**src/rtl/core/frsp_pkg.sv**
```systemverilog
// Shared types and constants of the record stream parser.
// No dependencies.
package frsp_pkg;

	localparam int LOCAL_TYPES = 16;
	localparam int MAX_FIELDS  = 256;
	localparam int LT_W        = 4;
	localparam int FP_W        = 8;
	localparam int DEF_AW      = LT_W + FP_W;
	localparam int DEF_DEPTH   = LOCAL_TYPES * MAX_FIELDS;
	localparam int DIVISOR     = 1000;

	localparam logic [7:0]  HDR_LEN_RESET     = 8'd14;
	localparam logic [15:0] MSG_SESSION       = 16'd18;
	localparam logic [15:0] MSG_RECORD        = 16'd20;
	localparam logic [7:0]  FLD_TIMESTAMP     = 8'd253;
	localparam logic [7:0]  FLD_MSG_INDEX     = 8'd254;
	localparam logic [7:0]  FLD_TOTAL_ELAPSED = 8'd7;
	localparam logic [31:0] INDEX_MASK        = 32'h0000_0fff;
	localparam int          BIT_COMPRESSED    = 7;
	localparam int          BIT_DEFINITION    = 6;
	localparam int          BIT_SPECIFIC      = 5;

	typedef enum logic [2:0] {
		PH_HEADER, PH_RECORD, PH_DEFFIX, PH_FIELDDEF, PH_DATA
	} phase_t;

	typedef enum logic [2:0] {
		CT_IDLE, CT_DIV, CT_EMIT, CT_SEEK_RD, CT_SEEK_CHK
	} ctl_t;

	typedef enum logic [1:0] {
		ST_OK, ST_COMPRESSED, ST_SPECIFIC, ST_TOO_MANY
	} status_t;

	typedef struct packed {
		status_t     status;
		logic [15:0] msg;
		logic [7:0]  fld;
		logic [31:0] value;
		logic [31:0] elapsed;
		logic        gap;
		logic [7:0]  gap_sec;
	} result_t;

	typedef struct packed {
		logic        start;
		logic [31:0] dividend;
	} div_req_t;

endpackage

```
**src/rtl/core/frsp_div1000.sv**
```systemverilog
// Divider by the constant divisor: reciprocal multiplication, quotient from the high bits.
// Depends on frsp_pkg.
module frsp_div1000 (
	input  logic               clk,
	input  logic               arst_n,
	input  frsp_pkg::div_req_t req,
	output logic               busy,
	output logic [31:0]        quotient
);

	// ceil(2^38 / divisor); exact for every 32-bit dividend
	localparam logic [31:0] RECIP = 32'(((64'd1 << 38) + 64'(frsp_pkg::DIVISOR) - 64'd1)
		/ 64'(frsp_pkg::DIVISOR));

	logic        busy_q;
	logic [63:0] prod_q;
	logic [31:0] quo_q;

	// busy covers the cycle in which the product is scaled into the quotient
	always_ff @(posedge clk or negedge arst_n) begin
		if (!arst_n) begin
			busy_q <= 1'b0;
		end else begin
			busy_q <= req.start;
		end
	end

	always_ff @(posedge clk) begin
		if (req.start)
			prod_q <= 64'(req.dividend) * 64'(RECIP);
		if (busy_q)
			quo_q <= {6'd0, prod_q[63:38]};
	end

	assign busy     = busy_q;
	assign quotient = quo_q;

endmodule

```
**config.mk**
```make
export PLATFORM = sky130hd
export DESIGN_NAME = frsp_div1000
export DESIGN_NICKNAME = d
export VERILOG_FILES = /design/src/rtl/core/frsp_pkg.sv /design/src/rtl/core/frsp_div1000.sv
export SDC_FILE = /design/constraint.sdc
export NUM_CORES = 1
export LEC_CHECK = 0
export ABC_AREA = 1
export BUFFER_PORTS_ARGS = -buffer_cell sky130_fd_sc_hd__buf_4
export CORE_AREA = 5 5 197 199
export CTS_CLUSTER_DIAMETER = 200
export DETAILED_ROUTE_END_ITERATION = 10
export DIE_AREA = 0 0 202 204
export PLACE_DENSITY = 0.69
export SETUP_SLACK_MARGIN = 0.05
export SLEW_MARGIN = 20
export SYNTH_ARGS = -nofsm -noshare
export SYNTH_HDL_FRONTEND = slang
export SYNTH_SLANG_ARGS = --single-unit
```
**constraint.sdc**
```tcl
create_clock -name clk -period 2.02 [get_ports clk]
set_clock_uncertainty 0.2 [all_clocks]
set_input_delay 0.404 -clock clk [delete_from_list [all_inputs] [get_ports clk]]
set_output_delay 0.404 -clock clk [all_outputs]
set_load 0.01 [all_outputs]
```
## Yosys cells after proc, flatten, opt, wreduce, memory -nomap -nowiden

Cells that the tools add are included.

- Register bits: 85
- Output and inout port bits: 33
- Logic and storage cells: 4

- Multiply operators: 1

Operators by type and width:

| cell | count |
|---|---|
| multiplier 32 x 29 -> 61 bit (second input constant) | 1 |

## Logic depth before layout (Yosys ltp)

Gate-level depths: netlist of run 1.

- Depth in word-level cells: 1
- Mapped depth: 27
- Depth with buffers taken out: 27

## Least setup slack after synthesis of run 1

OpenSTA, ideal clock, no wires.

- Kind: input-to-reg
- From: in req[20] (netlist bit)
- To: reg prod_q[51], data pin
- Setup time: 0.252 ns
- Arrival: 5.370 ns
- Data required time: 1.568 ns
- Path slack: -3.803 ns
- Stages: 24
- Cells stage by stage: ha_1 > fa_1 > fa_1 > inv_1 > fa_1 > inv_1 > fa_1 > inv_1 > fa_1 > inv_1 > fa_1 > inv_1 > fa_1 > inv_1 > ha_1 > nand2_1 > nor2_2 > nand2_1 > nor2_2 > inv_1 > nor3_1 > nand2_1 > nand3_1 > nand2_1

- Cells in the longest elaborated chain, start to end: 1

Ends and longest elaborated chain:

| element | line | source |
|---|---|---|
| from (decl) | frsp_div1000.sv:6 | `input frsp_pkg::div_req_t req,` |
| multiplier 32 x 29 -> 61 bit | frsp_div1000.sv:30 | `prod_q <= 64'(req.dividend) * 64'(RECIP);` |
| to (signal assigned) | frsp_div1000.sv:30 |  |
| to (decl) | frsp_div1000.sv:16 | `logic [63:0] prod_q;` |

No other way between the ends.
A chain may end at the register's enable or synchronous reset.

## Worst setup path in the final report of run 1

- From: in req[6] (netlist bit)
- To: reg prod_q[41], data pin

The elaborated chain is that of the path after synthesis.

==> results of run 1 <==
==> synthesized netlist by cell type, types with 2 or more instances <==
library cell	n	area share
nor3_1	10	0.0028
o21ai_0	2	0.00055
nand2_1	499	0.10
nand3_1	47	0.013
nor2_2	7	0.0024
nand2_2	3	0.0010
inv_1	765	0.16
o21bai_1	4	0.0017
nor2_4	2	0.0012
nand3b_1	2	0.00083
nand4_1	16	0.0055
and2_1	8	0.0028
a21oi_1	35	0.0096
ha_1	388	0.27
edfxtp_1	46	0.076
nor2_1	87	0.018
buf_4	9	0.0037
fa_1	298	0.33
==> layout by cell type (no fill, tap or decap), drive strengths merged <==
cell | synthesis | layout
a21o | 1 | 1
a21oi | 35 | 35
and2 | 8 | 8
and3 | 1 | 1
buf | 9 | 352
bufinv | 0 | 1
clkbuf | 0 | 5
clkinvlp | 0 | 1
conb | 1 | 9
dfrtp | 1 | 1
dlygate4sd3 | 0 | 1
edfxtp | 46 | 46
fa | 298 | 298
ha | 388 | 388
inv | 766 | 767
nand2 | 502 | 502
nand3 | 47 | 47
nand3b | 2 | 2
nand4 | 16 | 16
nor2 | 96 | 96
nor3 | 10 | 10
nor4 | 1 | 1
o21a | 1 | 1
o21ai | 2 | 2
o21bai | 4 | 4
o31ai | 1 | 1
or2 | 1 | 1
==> logic make-up after synthesis <==
kind of cell               count (synthesis)
other                                      1
and+or+nand+nor                          684
buffers and inverters                    775
AOI/OAI and AO/OA                         44
DFF                                       47
adders and majority gates                686
==> worst min-delay path by stage <==
stage / start / endpoint / slack (ns) / cells past startpoint
final: prod_q[57]$_DFFE_PP_ / quotient[19]$_DFFE_PP_ / 0.22 / 0
after global placement: arst_n / busy$_DFF_PN0_ / -0.02 / 1
after CTS: arst_n / busy$_DFF_PN0_ / 0.22 / 2
after global routing: arst_n / busy$_DFF_PN0_ / 0.22 / 2
after detailed placement: arst_n / busy$_DFF_PN0_ / -0.02 / 1
after floorplan: arst_n / busy$_DFF_PN0_ / -0.09 / 0
==> flip-flops by register name (all words and copies together), names as in the netlist <==
register  count
busy          1
prod_q       23
quotient     23
==> through the flow <==
stage	setup TNS [ns]	worst slack [ns]	std cells	area, um2
3_3_place_gp	-95.25	-4.27	3037	21800
4_1_cts	-84.80	-3.78	3056	23000
6_report	-85.30	-3.79	3071	23700
5_1_grt	-88.97	-3.97	3071	23700
3_5_place_dp	-95.86	-4.29	3037	21800
2_1_floorplan	-80.46	-3.62	2245	18800
==> metal layers <==
layer | routed length, um | vias up | GRT usage
met1 | 23200 | 7280 | 0.343
met4 | 2230 | 0 | 0.0813
met5 | 0 | - | 0
met2 | 26000 | 296 | 0.461
li1 | - | 7261 | -
met3 | 1920 | 97 | 0.0175
==> worst max-delay path: stages <==
cell,delay (ns)
buf_8,0.10
buf_6,0.12
ha_4,0.22
fa_2,0.34
fa_1,0.51
inv_1,0.06
fa_1,0.51
inv_2,0.04
fa_1,0.47
inv_1,0.05
fa_1,0.47
inv_1,0.05
fa_1,0.47
inv_1,0.05
fa_1,0.50
inv_2,0.05
ha_4,0.29
nand2_4,0.07
buf_6,0.13
nor2_4,0.08
nand2_1,0.06
nor2_1,0.10
nand2_1,0.09
nand3_4,0.16
nand2_2,0.07
nand4_1,0.09
nand2_2,0.08
==> final cells by class <==
class / count / area share
Clock buffer: 5 / 0.00529
Clock inverter: 3 / 0.00196
Inverter: 766 / 0.122
Multi-Input combinational cell: 1423 / 0.664
Sequential cell: 47 / 0.0594
Tap cell: 474 / 0.0251
Timing Repair Buffer: 353 / 0.122
==> timing repair <==
item | CTS | global route
resized for setup | 218 | 138
setup endpoints to repair | 23 | 23
hold endpoints to repair | 1 | 0
pin swaps | 122 | 101
hold buffers | 1 | 0
buffers inserted | 10 | 15
==> results_dict.tcl, run 1 <==
set metrics [dict create \
    run_status "finished, violations left" \
    failed_checks "negative setup slack" \
    timing.critical_path.from_type "input pin" \
    cp-startpoint "req[6]" \
    detail_route.iter0.violations 679 \
    timing.final.ws_setup_ns -3.79 \
    synth-adder-area-share 0.596 \
    first_global_vias 16200 \
    estimated_wirelength_of_the_detail_placed_design_mm 48.0 \
    clock_tree_from_tritoncts "built" \
    synth_cell_type_count 27 \
    grt_max_degree 25 \
    synth_simple_gate_area_share 0.152 \
    max_freq_mhz 172 \
    regToRegSetupSlack_ns 0.61 \
    postSynthCellCount 2237 \
    ys_seq_elements 47 \
    final_net_count 3317 \
    routed_wl_mm 53.3 \
    finalCritPeriodShare 2.88 \
    ant_nets 0 \
    finalCriticalPeriod_ns 5.81 \
    maxCapViolations 0 \
    synth_ff_type "edfxtp_1" \
    worst_setup_ep "prod_q[41]$_DFFE_PP_" \
    routed-via-count 14900 \
    multiplexer_share_of_the_synthesized_area 0 \
    async_flop_share 0.0213 \
    finalHoldWorstSlack_ns 0.219 \
    mean_area_per_synthesized_cell_um2 8.12 \
    initial_utilization 0.490 \
    final-seq-area_mm2 0.00141 \
    nFillCells 3053 \
    chipHeight_um 204 \
    rr_worst_depth 1 \
    num_antenna_cells 0 \
    layout.core_utilization 0.639 \
    clk_latency_ns 0.28 \
    die_x_um 202 \
    buffer_ports.inserted 58 \
    synth-compound-area-share 0.0131 \
    cts-root-to-sink-buffers 2 \
    cts.reportedPaths.clkPinSlew_ns 0.06 \
    r2r-end "quotient[5]$_DFFE_PP_" \
    number_of_clock_sinks 47 \
    main_combinational_cell_family_by_area_after_synthesis "adder cells" \
    drt-wirelength-per-cell_um 17.4 \
    grt_first_pass_wirelength_mm 84.1 \
    drc 0 \
    cp.required_ns 1.86 \
    cts_made_buffers 5 \
    drt-pass1-iter-count 5 \
    critical_path.max_fanout 3 \
    vias_per_cell 4.86 \
    groute.usage.overall 0.260 \
    grt_setup_unrepaired "yes" \
    cts_root_buf "clkbuf_16" \
    crit_path_end_kind "flop" \
    multi_input_area_mm2 0.0157 \
    synth_edf_count 46 \
    synth_area_mm2 0.0182 \
    yosysSeqAreaShare 0.0774 \
    finalHoldViolations 0 \
    synth-xor-area-share 0 \
    ios 68 \
    timing.setup.critical_path_class "input pin to flop" \
    floorplan.die_area_mm2 0.0412 \
    setup_viol_count_final 23 \
    synth_warnings 0 \
    beginning_of_the_worst_register_to_register_path "busy$_DFF_PN0_" \
    hold_class "flop to flop" \
    row_count 71 \
    area_growth_pct 30.3 \
    number_of_antenna_violations_at_the_first_check_in_global_routing 0 \
    global_route_total_overflow 0 \
    ctsHtreeMaxLevel 2 \
    slew_viol_final 0 \
    gpl.final_weighted_congestion 0.967 \
    critical_path_at_ns 5.65 \
    core_mm2 0.0370 \
    fraction_of_final_layout_cells_with_drive_strength_greater_than_1 0.279 \
]
Power of run 1 is left out: the tool's default activity adds up to more than one toggle a clock period on the data nets, which glitch-free logic cannot reach.
==> run 2: changes to the inputs <==
--- a/config.mk
+++ b/config.mk
@@ -12,6 +12,7 @@
 export DETAILED_ROUTE_END_ITERATION = 10
 export DIE_AREA = 0 0 202 204
 export PLACE_DENSITY = 0.69
+export RECOVER_POWER = 100
 export SETUP_SLACK_MARGIN = 0.05
 export SLEW_MARGIN = 20
 export SYNTH_ARGS = -nofsm -noshare
==> results_dict.tcl, run 2 (synthesis gave the netlist of run 1 again) <==
set metrics [dict create \
    critPathMostFrequentCell "fa_1" \
    num_antenna_cells 0 \
    nFillCells 3082 \
    timing.critical_path.from_type "input pin" \
    number_of_antenna_violations_at_the_first_check_in_global_routing 0 \
    grt_max_degree 25 \
    cts-root-to-sink-buffers 2 \
    path_buf_inv 9 \
    estimated_wirelength_of_the_detail_placed_design_mm 48.0 \
    floorplan.die_area_mm2 0.0412 \
    layout_commonest_cell "inv_1" \
    row_count 71 \
    core_mm2 0.0370 \
    area_growth_pct 29.7 \
    grt_first_pass_wirelength_mm 84.1 \
    vias_per_cell 4.86 \
    finalCriticalPeriod_ns 5.80 \
    clk_latency_ns 0.28 \
    cp.required_ns 1.86 \
    initial_utilization 0.490 \
    failed_checks "negative setup slack" \
    number_of_clock_sinks 47 \
    total_negative_setup_slack_ns -85.29 \
    hold_class "flop to flop" \
    max_freq_mhz 172 \
    multi_input_area_mm2 0.0157 \
    gpl.final_weighted_congestion 0.967 \
    crit_path_top_delay_cell "fa_1" \
    finalCritPeriodShare 2.87 \
    postLayoutCellArea_mm2 0.0236 \
    buffer_ports.inserted 58 \
    routed-via-count 14900 \
    ctsHtreeMaxLevel 2 \
    critical_path.max_fanout 3 \
    global_route_total_overflow 0 \
    detail_route.iter0.violations 722 \
    chipHeight_um 204 \
    maxCapViolations 0 \
    ant_nets 0 \
    routed_wl_mm 53.2 \
    slew_headroom 0.0475 \
    run_status "finished, violations left" \
    placement.cell_area_mm2 0.0218 \
    transition_at_the_pin_with_the_smallest_max_transition_slack_ns 1.43 \
    critical_path_at_ns 5.64 \
    final-seq-area_mm2 0.00141 \
    path_delay_family "adder cells" \
    finalHoldViolations 0 \
    slew_viol_final 0 \
    grt_setup_unrepaired "yes" \
    cts_root_buf "clkbuf_16" \
    clock_tree_from_tritoncts "built" \
    drt-pass1-iter-count 5 \
    ios 68 \
    timing.final.ws_setup_ns -3.78 \
    cts_made_buffers 5 \
    fraction_of_final_layout_cells_with_drive_strength_greater_than_1 0.269 \
    critical-path-max-stage-delay_ns 0.51 \
    crit_path_end_kind "flop" \
    most_used_cells_in_the_layout_excluding_fill_and_tap_cells "inv_1, nand2_1, ha_1" \
    cts.reportedPaths.clkPinSlew_ns 0.06 \
    drc 0 \
    first_global_vias 16200 \
    drt-wirelength-per-cell_um 17.3 \
    groute.usage.overall 0.260 \
    die_x_um 202 \
    timing.setup.critical_path_class "input pin to flop" \
    final_net_count 3317 \
    setup_viol_count_final 23 \
]
run 2: cell count changes in the layout (fill, tap and decap cells not counted):
cell,delta
clkbuf_1,+26
clkbuf_4,+1
buf_4,-27
run 2: area by class of cell:
| type | instances | share of cell area |
|---|---|---|
| multi-input cells | 1423 | 0.667 |
| inverters | 766 | 0.122 |
| repair buffers | 353 | 0.119 |
| flip-flops and latches | 47 | 0.0597 |
| well taps | 474 | 0.0252 |
| clock buffers | 5 | 0.00531 |
| clock inverters | 3 | 0.00196 |
run 2: metrics by stage:
stage	util	setup WS (ns)	std cells	hold WS (ns)
floorplan	-	-3.62	2245	-0.0916
global placement	0.588	-4.27	3037	-0.0199
detailed placement	0.588	-4.29	3037	-0.0198
CTS	0.621	-3.78	3056	0.220
global route	0.636	-3.97	3071	0.224
finish	0.636	-3.78	3071	0.217
run 2: path summary, 6_finish.rpt:
kind | start | slack [ns] | to | depth (start not counted)
hold reg to reg | prod_q[57]$_DFFE_PP_ | 0.22 | quotient[19]$_DFFE_PP_ | 0
setup / recovery | req[6] | -3.78 | prod_q[41]$_DFFE_PP_ | 27
min in group asynchronous | arst_n | 0.24 | busy$_DFF_PN0_ | 2
max in group asynchronous | arst_n | 1.30 | busy$_DFF_PN0_ | 2
hold / removal | prod_q[57]$_DFFE_PP_ | 0.22 | quotient[19]$_DFFE_PP_ | 0
setup reg to reg | busy$_DFF_PN0_ | 0.24 | quotient[5]$_DFFE_PP_ | 1
run 2: timing repair:
item	CTS	global route
cloned	0	0
gates resized for setup	218	138
hold buffers	1	0
setup buffers	10	15
setup endpoints to repair	23	23
pin swaps	122	101
endpoints found under the hold margin	1	0
run 2: routing by layer:
layer | vias up | GRT usage | wire [um]
met2 | 295 | 0.461 | 26000
li1 | 7260 | - | -
met4 | 0 | 0.0813 | 2220
met1 | 7260 | 0.343 | 23000
met5 | - | 0 | 0
met3 | 95 | 0.0175 | 1960
Power of run 2 is left out for the same reason.
